--- src/rtl/nsv_pkg.sv ---
`default_nettype none

package nsv_pkg;

	localparam int LineCapacityDefault = 512;

	localparam int LenW = 9;

	// character codes
	localparam logic [7:0] ChDollar = 8'h24;
	localparam logic [7:0] ChStar   = 8'h2A;
	localparam logic [7:0] ChCr     = 8'h0D;
	localparam logic [7:0] ChLf     = 8'h0A;

	typedef enum logic [1:0] {
		STATUS_OK       = 2'd0,
		STATUS_NO_STAR  = 2'd1,
		STATUS_BAD_HEX  = 2'd2,
		STATUS_MISMATCH = 2'd3
	} status_t;

	typedef enum logic [1:0] {
		KIND_OTHER = 2'd0,
		KIND_GPRMC = 2'd1,
		KIND_GNGLL = 2'd2,
		KIND_GPGGA = 2'd3
	} kind_t;

	typedef struct packed {
		status_t         status;
		kind_t           sentence_kind;
		logic [7:0]      computed_checksum;
		logic [7:0]      received_checksum;
		logic [LenW-1:0] line_length;
	} result_t;

	// talker and type characters after the dollar, one row per kind
	localparam logic [7:0] KindPattern [3][5] = '{
		'{8'h47, 8'h50, 8'h52, 8'h4D, 8'h43},
		'{8'h47, 8'h4E, 8'h47, 8'h4C, 8'h4C},
		'{8'h47, 8'h50, 8'h47, 8'h47, 8'h41}
	};

	// bit 4 set means not a hex digit
	function automatic logic [4:0] hex_decode(input logic [7:0] c);
		logic [4:0] r;
		r = 5'h10;
		if (c >= 8'h30 && c <= 8'h39) begin
			r = {1'b0, 4'(c - 8'h30)};
		end else if (c >= 8'h41 && c <= 8'h46) begin
			r = {1'b0, 4'(c - 8'h37)};
		end else if (c >= 8'h61 && c <= 8'h66) begin
			r = {1'b0, 4'(c - 8'h57)};
		end
		return r;
	endfunction

endpackage

`default_nettype wire

--- src/rtl/nsv_byte_if.sv ---
`default_nettype none

interface nsv_byte_if;
	logic       valid;
	logic       ready;
	logic [7:0] rx_byte;

	modport source (output valid, output rx_byte, input ready);
	modport sink (input valid, input rx_byte, output ready);
endinterface

`default_nettype wire

--- src/rtl/nsv_result_if.sv ---
`default_nettype none

interface nsv_result_if import nsv_pkg::*; ();
	logic            valid;
	logic            ready;
	status_t         status;
	kind_t           sentence_kind;
	logic [7:0]      computed_checksum;
	logic [7:0]      received_checksum;
	logic [LenW-1:0] line_length;

	modport source (
		output valid, output status, output sentence_kind, output computed_checksum,
		output received_checksum, output line_length, input ready
	);
	modport sink (
		input valid, input status, input sentence_kind, input computed_checksum,
		input received_checksum, input line_length, output ready
	);
endinterface

`default_nettype wire

--- src/rtl/nsv_line_checker.sv ---
`default_nettype none

module nsv_line_checker import nsv_pkg::*; #(
	parameter int LINE_CAPACITY = LineCapacityDefault
) (
	input  wire logic       clk,
	input  wire logic       arst_n,
	input  wire logic       step,
	input  wire logic [7:0] rx_byte,
	output      logic       res_valid,
	output      result_t    res
);

	localparam int CntW = $clog2(LINE_CAPACITY);

	logic            in_line_q,   in_line_d;
	logic [CntW-1:0] cnt_q,       cnt_d;
	logic [7:0]      xor_q,       xor_d;
	logic            star_q,      star_d;
	logic [1:0]      digits_q,    digits_d;
	logic [7:0]      dval_q,      dval_d;
	logic            derr_q,      derr_d;
	logic [2:0]      cand_q,      cand_d;

	logic [CntW+LenW-1:0] len_ext;
	logic [CntW-1:0]      cnt_inc;
	logic [4:0]           hex;
	logic [2:0]           pat_idx;

	assign cnt_inc = cnt_q + CntW'(1);
	assign len_ext = {{LenW{1'b0}}, cnt_inc};
	assign hex     = hex_decode(rx_byte);
	assign pat_idx = cnt_q[2:0] - 3'd1;

	always_comb begin
		in_line_d = in_line_q;
		cnt_d     = cnt_q;
		xor_d     = xor_q;
		star_d    = star_q;
		digits_d  = digits_q;
		dval_d    = dval_q;
		derr_d    = derr_q;
		cand_d    = cand_q;
		res_valid = 1'b0;

		res.status            = STATUS_NO_STAR;
		res.sentence_kind     = KIND_OTHER;
		res.computed_checksum = xor_q;
		res.received_checksum = 8'h00;
		res.line_length       = len_ext[LenW-1:0];

		if (cand_q[0]) begin
			res.sentence_kind = KIND_GPRMC;
		end else if (cand_q[1]) begin
			res.sentence_kind = KIND_GNGLL;
		end else if (cand_q[2]) begin
			res.sentence_kind = KIND_GPGGA;
		end
		if (cnt_q < CntW'(6)) begin
			res.sentence_kind = KIND_OTHER;
		end

		if (!star_q) begin
			res.status = STATUS_NO_STAR;
		end else if (digits_q < 2'd2 || derr_q) begin
			res.status = STATUS_BAD_HEX;
		end else begin
			res.received_checksum = dval_q;
			res.status = (dval_q == xor_q) ? STATUS_OK : STATUS_MISMATCH;
		end

		if (rx_byte == ChCr) begin
			// carriage return leaves everything untouched
		end else if (rx_byte == ChDollar) begin
			in_line_d = 1'b1;
			cnt_d     = CntW'(1);
			xor_d     = 8'h00;
			star_d    = 1'b0;
			digits_d  = 2'd0;
			dval_d    = 8'h00;
			derr_d    = 1'b0;
			cand_d    = 3'b111;
		end else if (!in_line_q || cnt_q >= CntW'(LINE_CAPACITY - 1)) begin
			in_line_d = 1'b0;
		end else begin
			cnt_d = cnt_inc;
			if (rx_byte == ChLf) begin
				res_valid = 1'b1;
				in_line_d = 1'b0;
			end else begin
				if (cnt_q >= CntW'(1) && cnt_q <= CntW'(5)) begin
					for (int k = 0; k < 3; k++) begin
						if (KindPattern[k][pat_idx] != rx_byte) begin
							cand_d[k] = 1'b0;
						end
					end
				end
				if (!star_q) begin
					if (rx_byte == ChStar) begin
						star_d = 1'b1;
					end else begin
						xor_d = xor_q ^ rx_byte;
					end
				end else if (digits_q < 2'd2) begin
					if (hex[4]) begin
						derr_d = 1'b1;
					end else begin
						dval_d = {dval_q[3:0], hex[3:0]};
					end
					digits_d = digits_q + 2'd1;
				end
			end
		end
	end

	always_ff @(posedge clk or negedge arst_n) begin
		if (!arst_n) begin
			in_line_q <= 1'b0;
			cnt_q     <= '0;
			xor_q     <= 8'h00;
			star_q    <= 1'b0;
			digits_q  <= 2'd0;
			dval_q    <= 8'h00;
			derr_q    <= 1'b0;
			cand_q    <= 3'b111;
		end else if (step) begin
			in_line_q <= in_line_d;
			cnt_q     <= cnt_d;
			xor_q     <= xor_d;
			star_q    <= star_d;
			digits_q  <= digits_d;
			dval_q    <= dval_d;
			derr_q    <= derr_d;
			cand_q    <= cand_d;
		end
	end

endmodule

`default_nettype wire

--- src/rtl/nmea_sentence_validator.sv ---
`default_nettype none

// channel | direction | payload
// --------+-----------+---------------------------------------------------------
// rx      | in        | rx_byte
// res     | out       | status, sentence_kind, computed_checksum,
//         |           | received_checksum, line_length
//
// one byte per cycle while no newline waits on a stalled result; a newline's result
// is registered in the input register, then in the result register
// the line state is updated by one short pass of logic in the second stage
// arst_n clears the line state, the stage valid and the result valid at once
// a stalled result holds the result register; bytes keep flowing through the
// input stage until a newline is held waiting behind the full result register

module nmea_sentence_validator import nsv_pkg::*; #(
	parameter int LINE_CAPACITY = LineCapacityDefault
) (
	input wire logic   clk,
	input wire logic   arst_n,
	nsv_byte_if.sink   rx,
	nsv_result_if.source res
);

	// input register
	logic       valid_s1;
	logic [7:0] byte_s1;

	// result register
	logic    res_valid_q;
	result_t res_q;

	// checker outputs for the byte in the input register
	logic    chk_valid;
	result_t chk_res;

	logic slot_free;
	logic advance;

	// result slot free or being drained this cycle
	assign slot_free = !res_valid_q || res.ready;
	// a byte that ends no line never needs the result slot
	assign advance   = slot_free || !chk_valid;
	assign rx.ready  = !valid_s1 || advance;

	always_ff @(posedge clk or negedge arst_n) begin
		if (!arst_n) begin
			valid_s1 <= 1'b0;
		end else if (rx.ready) begin
			valid_s1 <= rx.valid;
		end
	end

	always_ff @(posedge clk) begin
		if (rx.ready) begin
			byte_s1 <= rx.rx_byte;
		end
	end

	// per-byte line tracking and end-of-line evaluation
	nsv_line_checker #(
		.LINE_CAPACITY(LINE_CAPACITY)
	) u_checker (
		.clk       (clk),
		.arst_n    (arst_n),
		.step      (valid_s1 && advance),
		.rx_byte   (byte_s1),
		.res_valid (chk_valid),
		.res       (chk_res)
	);

	always_ff @(posedge clk or negedge arst_n) begin
		if (!arst_n) begin
			res_valid_q <= 1'b0;
		end else if (slot_free) begin
			res_valid_q <= valid_s1 && chk_valid;
		end
	end

	always_ff @(posedge clk) begin
		if (slot_free && valid_s1 && chk_valid) begin
			res_q <= chk_res;
		end
	end

	assign res.valid             = res_valid_q;
	assign res.status            = res_q.status;
	assign res.sentence_kind     = res_q.sentence_kind;
	assign res.computed_checksum = res_q.computed_checksum;
	assign res.received_checksum = res_q.received_checksum;
	assign res.line_length       = res_q.line_length;

endmodule

`default_nettype wire

--- src/flat_wrapper.sv ---
// flat-port wrapper written by rule: the top's interface ports become plain ports
module nmea_sentence_validator_flat import nsv_pkg::*;
#(
	parameter int LINE_CAPACITY = LineCapacityDefault
)
  (clk, arst_n, rx_valid, rx_rx_byte, rx_ready, res_valid, res_status, res_sentence_kind, res_computed_checksum, res_received_checksum, res_line_length, res_ready);
  nsv_byte_if rx_i ();
  nsv_result_if res_i ();
  input wire logic clk;
  input wire logic arst_n;
  input wire logic [$bits(rx_i.valid)-1:0] rx_valid;
  input wire logic [$bits(rx_i.rx_byte)-1:0] rx_rx_byte;
  output wire logic [$bits(rx_i.ready)-1:0] rx_ready;
  output wire logic [$bits(res_i.valid)-1:0] res_valid;
  output wire logic [$bits(res_i.status)-1:0] res_status;
  output wire logic [$bits(res_i.sentence_kind)-1:0] res_sentence_kind;
  output wire logic [$bits(res_i.computed_checksum)-1:0] res_computed_checksum;
  output wire logic [$bits(res_i.received_checksum)-1:0] res_received_checksum;
  output wire logic [$bits(res_i.line_length)-1:0] res_line_length;
  input wire logic [$bits(res_i.ready)-1:0] res_ready;
  assign rx_i.valid = rx_valid;
  assign rx_i.rx_byte = rx_rx_byte;
  assign rx_ready = rx_i.ready;
  assign res_valid = res_i.valid;
  assign res_status = res_i.status;
  assign res_sentence_kind = res_i.sentence_kind;
  assign res_computed_checksum = res_i.computed_checksum;
  assign res_received_checksum = res_i.received_checksum;
  assign res_line_length = res_i.line_length;
  assign res_i.ready = res_ready;
  nmea_sentence_validator #(.LINE_CAPACITY(LINE_CAPACITY)) u_core (.clk(clk), .arst_n(arst_n), .rx(rx_i), .res(res_i));
endmodule
--- config.mk ---
export PLATFORM = sky130hd
export DESIGN_NAME = nmea_sentence_validator_flat
export DESIGN_NICKNAME = d
export VERILOG_FILES = /design/src/rtl/nsv_pkg.sv /design/src/rtl/nsv_byte_if.sv /design/src/rtl/nsv_result_if.sv /design/src/rtl/nsv_line_checker.sv /design/src/rtl/nmea_sentence_validator.sv /design/src/flat_wrapper.sv
export SDC_FILE = /design/constraint.sdc
export NUM_CORES = 1
export LEC_CHECK = 0
export BUFFER_PORTS_ARGS = -buffer_cell sky130_fd_sc_hd__buf_2
export CORE_UTILIZATION = 35
export CTS_CLUSTER_DIAMETER = 200
export DETAILED_ROUTE_END_ITERATION = 6
export SYNTH_ARGS = -nofsm -noshare
export SYNTH_HDL_FRONTEND = slang
export SYNTH_SLANG_ARGS = --single-unit
--- constraint.sdc ---
create_clock -name clk -period 3.2 [get_ports clk]
set_clock_uncertainty 0.15 [all_clocks]
set_input_delay 0.48 -clock clk [delete_from_list [all_inputs] [get_ports clk]]
set_output_delay 0.48 -clock clk [all_outputs]
set_load 0.03 [all_outputs]
---- Word-level counts from Yosys, hierarchy flattened ----
Memory sizes are Yosys's and may differ from the RTL's.
Index checks and enable logic that the tools add are counted.
word-level totals
  word-level logic and storage cells ...... 151
  memory bits (read-only) ................. 192
  register bits after elaboration ......... 72
  memories kept ........................... 3
  input port bits ......................... 12
  output and inout bits ................... 31
operators by class
  bitwise logic cells ..................... 4
  mux-type cells .......................... 57
  reductions and logical operators ........ 37
  equal/unequal tests ..................... 13
  order comparisons ....................... 12
  $add $sub $neg .......................... 6
memory list
  memory            depth  bits a word  rd ports  clocked after Yosys merged registers in  wr ports  line                    RTL
  (name not given)  8      8            1         0                                        0         nsv_line_checker.sv:93  if (KindPattern[k][pat_idx] != rx_byte) begin
  (name not given)  8      8            1         0                                        0         nsv_line_checker.sv:93
  (name not given)  8      8            1         0                                        0         nsv_line_checker.sv:93
operators with widths
  operator                                                                      count
  8-bit 2-to-1 mux                                                              17
  6-bit AND reduction                                                           5
  8-bit inequality test                                                         3
  1-bit 2-to-1 mux                                                              22
  2-bit 2-to-1 mux                                                              9
  9-bit 2-to-1 mux                                                              2
  8-bit by 4-bit == test with 1-bit output, second input constant               2
  8-bit by 6-bit == test with 1-bit output, second input constant               2
  8-bit by 7-bit >= comparator with 1-bit output, second input constant         2
  8-bit by 7-bit <= comparator with 1-bit output, second input constant         2
  5-bit 2-to-1 mux                                                              3
  7-bit AND reduction                                                           2
  2-bit nonzero test                                                            7
  3-bit 2-to-1 mux                                                              4
  9-bit by 1-bit adder with 9-bit output, second input constant                 1
  9-bit by 1-bit >= comparator with 1-bit output, second input constant         1
  9-bit >= comparator, second input constant                                    1
  9-bit by 3-bit <= comparator with 1-bit output, second input constant         1
  9-bit by 3-bit less-than comparator with 1-bit output, second input constant  1
  8-bit == test                                                                 1
  8-bit by 6-bit >= comparator with 1-bit output, second input constant         1
  8-bit by 6-bit <= comparator with 1-bit output, second input constant         1
  1-bit logical AND                                                             8
  4-bit by 3-bit subtractor with 4-bit output, second input constant            2
  16 further kinds                                                              29

---- Longest topological paths before layout ----
  depth in word-level cells ............... 11
  mapped depth ............................ 10
  mapped depth without buffers ............ 9

---- Modules after synthesis ----
Synthesis repeated with hierarchy kept, for this count alone.
unflattened totals
  cell total of the unflattened synthesis .. 296
  area total of the unflattened synthesis .. 3523.4 µm²
by module, submodules not included
  module                   area each (µm²)  cells an instance  sequential area each (µm²)  times used
  nsv_line_checker         2313.5           250                829.5                       1
  nmea_sentence_validator  1209.9           46                 1161.1                      1

---- Least setup slack after synthesis ----
Ideal clock, no wire load.
  path kind ............................... reg2reg
  from .................................... register u_core.u_checker.cnt_q[1]
  to ...................................... register u_core.res_q, in the netlist u_core.res.computed_checksum[0], enable pin
  clock period less this slack ............ 3592 ps
  setup slack ............................. -392 ps
  arrival time ............................ 3027 ps
  library setup time ...................... 415 ps
  required time ........................... 2635 ps
  buffers on the path ..................... 1
  cell stages (with the launch flop) ...... 10
  cells stage by stage .................... dfrtp_1 -> ha_1 -> nand4_1 -> nor2_1 -> ha_1 -> nor2b_1 -> o31a_1 -> clkbuf_1 -> nand3_1 -> nor2_1
between the ends
  cells in the longest elaborated chain, start to end .. 6
ends and longest elaborated chain
  what                    line                           RTL
  start, declared         nsv_line_checker.sv:17         logic [CntW-1:0] cnt_q, cnt_d;
  start signal, assigned  nsv_line_checker.sv:128        cnt_q <= cnt_d;
  9-bit >= comparator     nsv_line_checker.sv:83         end else if (!in_line_q || cnt_q >= CntW'(LINE_CAPACITY - 1)) begin
  1-bit logical OR        nsv_line_checker.sv:83
  1-bit 2-to-1 mux        nsv_line_checker.sv:83
  1-bit 2-to-1 mux        nsv_line_checker.sv:74         end else if (rx_byte == ChDollar) begin
  1-bit 2-to-1 mux        nsv_line_checker.sv:72         if (rx_byte == ChCr) begin
  1-bit logical AND       nmea_sentence_validator.sv:81  if (slot_free && valid_s1 && chk_valid) begin
  end signal, assigned    nmea_sentence_validator.sv:82  res_q <= chk_res;
  end, declared           nmea_sentence_validator.sv:31  result_t res_q;
Every way passes these cells.
A chain may end at the register's enable or synchronous reset.

---- Worst setup path after layout ----
  from .................................... register u_core.u_checker.cnt_q[1]
  to ...................................... output port rx_ready
between the ends
  cells in the longest elaborated chain, start to end .. 8
ends and longest elaborated chain
  what                 line                           RTL
  9-bit >= comparator  nsv_line_checker.sv:83
  1-bit logical OR     nsv_line_checker.sv:83
  1-bit 2-to-1 mux     nsv_line_checker.sv:83
  1-bit 2-to-1 mux     nsv_line_checker.sv:74
  1-bit 2-to-1 mux     nsv_line_checker.sv:72
  1-bit logical NOT    nmea_sentence_validator.sv:43  assign advance = slot_free || !chk_valid;
  1-bit logical OR     nmea_sentence_validator.sv:43
  1-bit logical OR     nmea_sentence_validator.sv:44  assign rx.ready = !valid_s1 || advance;
  end, declared        flat_wrapper.sv:13             output wire logic [$bits(rx_i.ready)-1:0] rx_ready;
Every way passes these cells.

==> results summary <==
The number of non-filler instances in the completed layout came out at 496. The total overflow reported by the global router came out at 0. The number of port buffers is 42. Derived from the worst setup path, the maximum achievable clock frequency is 0.3312 GHz. The net count after synthesis came out at 332. The detail-routed net length per standard cell came out at 14.98 um.

The net total in the final layout is 382. The switching share of power is 34.78%. The final clock period utilization by the worst path is 94.37%. The capturing element type of the critical path is an output port. The synthesis-stage register bit count is 72.

The required time at the worst-slack endpoint is 2.57 ns. The clock net in this run drives a total of 72 sinks. The number of optimization iterations in the first detailed-route pass is 4. The placed cell count came out at 480. The worst ir drop on vdd is 272.0 uV. The via count is 2,495. The post-synthesis instance area came out at 3605 sq um. The post-DP HPWL is 5538 um. Setup repair after global routing left no endpoint under its margin. The number of hold violations in the final report came out at 0. The placer congestion estimate came out at 0.8073. At the placement stage, the worst setup path has a slack of 0.5020 ns.

Each instance of the synthesized netlist takes up on average 11.70 sq um. The clock root buffer master is sky130_fd_sc_hd__clkbuf_8. The per-cell via count in the routed design came out at 5.030. Dividing total power by cell area gives a power density of 659.2 nW/um^2.

The H-tree was split into 3 levels. The residual antenna-violating net count after detailed routing came out at 0. The critical path data arrival time came out at 2.39 ns. The clock tree from TritonCTS is built. The depth of the worst register-to-register path came out at 10. The I/O pin count is 43. Setup violations remaining at the end of the flow were counted as 0. The number of hold buffers added after CTS came out at 0. The internal power of the cells totals 1.792 mW. The setup slack of the critical path after layout is 0.1802 ns. The vertical extent of the die is 103.5 um. The power share of the clock group is 24.6%. The count of standard-cell rows came out at 36. The total CTS buffers came out at 9.

The number of antenna violations at the first check in global routing is 0. The total wire length after detailed routing is 7428 um. The clock-pin slew on the worst setup and hold paths came out at 0.09 ns. The wire length of the first global-routing pass is 12,000 um.

The max-slew violation count is 0. The maximum root-to-sink buffer count came out at 2. STA classifies the critical path startpoint as a flip-flop.

Counting every instance in the synthesized netlist gives 308. The leakage dissipation is 1.735 nW. In this run the critical register-to-register path is launched from u_core.u_checker.cnt_q[1]. In the final layout, the share of cells above drive strength 1 is 23.14%. The max-cap check violation count is 0. The run finished with clean final reports.

The pin count of the biggest net entering global routing came out at 36. The width of the die came out at 103.5 um. In this run, the number of DRC markers left after iteration 0 of detailed routing was 137. The maximum fanout along the worst path is 11.

The sequential fraction of the synthesis area is 55.22%. The area of the die came out at 10,710 sq um. The repair_antennas step left the layout with diodes totalling 0. The worst hold-check path type is in -> async. The area inside the core boundary is 9864 sq um. The post-synthesis async set-or-reset flop share is 48.61%. The via count of the first global-routing pass is 2,291. For this run, the number of Yosys warnings is 0. The net switching power figure came out at 955.7 uW. The DRC violations left came out at 0. The leading register cell type out of synthesis is sky130_fd_sc_hd__edfxtp_1. The fraction of power consumed by sequential logic came out at 50.0%. The overall routing resource usage came out at 15.36%. In this run the tightest slew margin relative to its limit is 47.25%. The area overhead of the layout relative to synthesis came out at 15.65%. The shortest clock period the worst path allows after layout came out at 3.020 ns. The number of enable-type register cells in the synthesized netlist came out at 37. The overall power after layout came out at 2.748 mW. The share of total power dissipated in combinational logic is 25.4%. The kind of critical path is reg -> out.

The endpoint identified for the worst register-to-register timing path is u_core.u_checker.xor_q[2]. The aggregate negative setup slack came out at 0 ns. The initial core utilization came out at 36.54%. The slew of the pin with the lowest slew margin came out at 0.7714 ns. The source-to-sink clock delay at the later pin of the worst-skew pair came out at 0.35 ns.

The slack of the worst reg-to-reg path is 0.53 ns. After synthesis, the netlist uses 65 different library cells.
-- power groups by stage --
| stage | combinational, mW | sequential, mW | clock, mW |
|---|---|---|---|
| after floorplan | 0.587 | 1.31 | 0 |
| after global placement | 0.689 | 1.38 | 0 |
| after detailed placement | 0.701 | 1.39 | 0 |
| after CTS | 0.702 | 1.37 | 0.689 |
| after global routing | 0.785 | 1.40 | 0.730 |
| final | 0.699 | 1.37 | 0.675 |
-- what timing repair did --
item / CTS / global route
setup endpoints to repair: 0 / 1
setup buffers: 0 / 0
resized for setup: 0 / 3
-- cell usage after synthesis (all sizes together), types with 2 or more instances --
cell	number	area [sq um]
a21oi	7	35.03
and2	8	50.05
nor2b	3	26.27
mux2i	6	60.06
ha	12	150.1
or2	3	21.28
nor4b	2	17.52
a2111oi	5	45.04
clkbuf	4	15.01
o31ai	6	45.04
inv	16	60.06
nor3	2	10.01
nand2b	10	62.56
xor2	3	26.28
o211ai	3	22.52
a22o	8	70.07
buf	7	52.54
dfstp	3	78.83
or4b	2	20.02
a31oi	9	62.56
nand3	7	35.03
a21o	4	30.03
nand2	22	90.09
or4	2	18.77
xnor2	19	166.4
dfrtp	32	800.8
or3	2	17.52
nor2	18	67.56
nand4	8	50.05
o21ai	13	68.81
o21a	3	22.52
edfxtp	37	1111
a21boi	2	15.01
a21bo	2	20.02
-- per-stage QoR --
step | area, sq um | hold slack [ns] | util [%]
2_1_floorplan | 3607 | 0.03441 | -
3_3_place_gp | 3976 | 0.3127 | 40.31
3_5_place_dp | 3976 | 0.3363 | 40.31
4_1_cts | 4161 | 0.08010 | 42.19
5_1_grt | 4169 | 0.1263 | 42.26
6_report | 4169 | 0.06144 | 42.26
-- worst max-delay path by stage --
stage / start / to / slack, ns
floorplan: u_core.u_checker.cnt_q[1] / u_core.res.computed_checksum[0] / 0.07
global placement: u_core.u_checker.cnt_q[1] / rx_ready / 0.57
detailed placement: u_core.u_checker.cnt_q[1] / rx_ready / 0.50
CTS: u_core.u_checker.cnt_q[1] / rx_ready / 0.11
global route: u_core.u_checker.cnt_q[1] / rx_ready / 0.009
finish: u_core.u_checker.cnt_q[1] / rx_ready / 0.18
-- sequential cells by signal (all words and copies together), names as in the netlist --
name                          flops
u_core.res.line_length            9
u_core.u_checker.cnt_q            9
u_core.byte_s1                    8
u_core.res.computed_checksum      8
u_core.res.received_checksum      8
u_core.u_checker.dval_q           8
u_core.u_checker.xor_q            8
u_core.u_checker.cand_q           3
u_core.res.sentence_kind          2
u_core.res.status                 2
u_core.u_checker.digits_q         2
u_core.res.valid                  1
u_core.u_checker.derr_q           1
u_core.u_checker.in_line_q        1
u_core.u_checker.star_q           1
u_core.valid_s1                   1
-- worst max-delay path, stage by stage, from the launching register on --
cell and delay [ns]:
sky130_fd_sc_hd__dfrtp_2 0.47, sky130_fd_sc_hd__ha_1 0.23, sky130_fd_sc_hd__nand4_1 0.12, sky130_fd_sc_hd__nor2_1 0.06
sky130_fd_sc_hd__ha_1 0.18, sky130_fd_sc_hd__nor2b_1 0.15, sky130_fd_sc_hd__o31a_1 0.25, sky130_fd_sc_hd__buf_6 0.17
sky130_fd_sc_hd__nand4_1 0.17, sky130_fd_sc_hd__clkbuf_4 0.24
-- logic make-up after synthesis --
family | Yosys count | synth area share [%]
buffers and inverters | 27 | 3.540
flip-flops | 72 | 55.22
adder cells (fa/ha/maj) | 12 | 4.165
AO/OA/AOI/OAI | 74 | 15.10
AND/OR/NAND/NOR | 94 | 14.54
multiplexers | 7 | 2.083
XOR/XNOR | 22 | 5.346
-- metal layers --
metal / wire, um / track usage [%]
met1: 3634 / 21.92
met2: 3329 / 22.47
met3: 330 / 2.890
met4: 134 / 7.259
met5: 0 / 0
-- cells in the final DEF, fill, tap and decap left out, types with 2 or more instances in the layout --
cell / synthesis / routed
sky130_fd_sc_hd__clkbuf_8: 0 / 9
sky130_fd_sc_hd__edfxtp_1: 37 / 37
sky130_fd_sc_hd__buf_2: 3 / 41
sky130_fd_sc_hd__ha_1: 12 / 12
sky130_fd_sc_hd__nand2b_1: 10 / 10
sky130_fd_sc_hd__mux2i_1: 6 / 6
sky130_fd_sc_hd__o21ai_0: 11 / 11
sky130_fd_sc_hd__inv_1: 16 / 16
sky130_fd_sc_hd__a21oi_1: 7 / 7
sky130_fd_sc_hd__nand4_1: 8 / 8
sky130_fd_sc_hd__dfrtp_1: 32 / 31
sky130_fd_sc_hd__and2_1: 8 / 8
sky130_fd_sc_hd__clkinvlp_4: 0 / 2
sky130_fd_sc_hd__o21a_1: 3 / 3
sky130_fd_sc_hd__nand2_1: 21 / 21
sky130_fd_sc_hd__a2111oi_0: 4 / 4
sky130_fd_sc_hd__nand3_1: 7 / 7
sky130_fd_sc_hd__a31oi_1: 8 / 8
sky130_fd_sc_hd__o211ai_1: 3 / 3
sky130_fd_sc_hd__nor4b_1: 2 / 2
sky130_fd_sc_hd__a21bo_2: 2 / 2
sky130_fd_sc_hd__xor2_1: 3 / 3
sky130_fd_sc_hd__nor2_1: 18 / 17
sky130_fd_sc_hd__a21o_1: 4 / 4
sky130_fd_sc_hd__a22o_1: 8 / 8
sky130_fd_sc_hd__buf_4: 2 / 7
sky130_fd_sc_hd__nor3_1: 2 / 2
sky130_fd_sc_hd__nor2b_1: 2 / 2
sky130_fd_sc_hd__o31ai_1: 6 / 6
sky130_fd_sc_hd__a21boi_0: 2 / 2
sky130_fd_sc_hd__dfstp_2: 3 / 3
sky130_fd_sc_hd__inv_6: 0 / 4
sky130_fd_sc_hd__xnor2_1: 19 / 19
-- final cells by class --
cell class | instances | area (sq um)
fillers | 925 | 5695
well taps | 133 | 166.4
clock inverters | 7 | 61.31
inverters | 16 | 60.06
flip-flops and latches | 72 | 1992
repair buffers | 50 | 276.5
multi-input cells | 209 | 1489
clock buffers | 9 | 123.9
No activity file was read; power rests on OpenSTA's default activity.
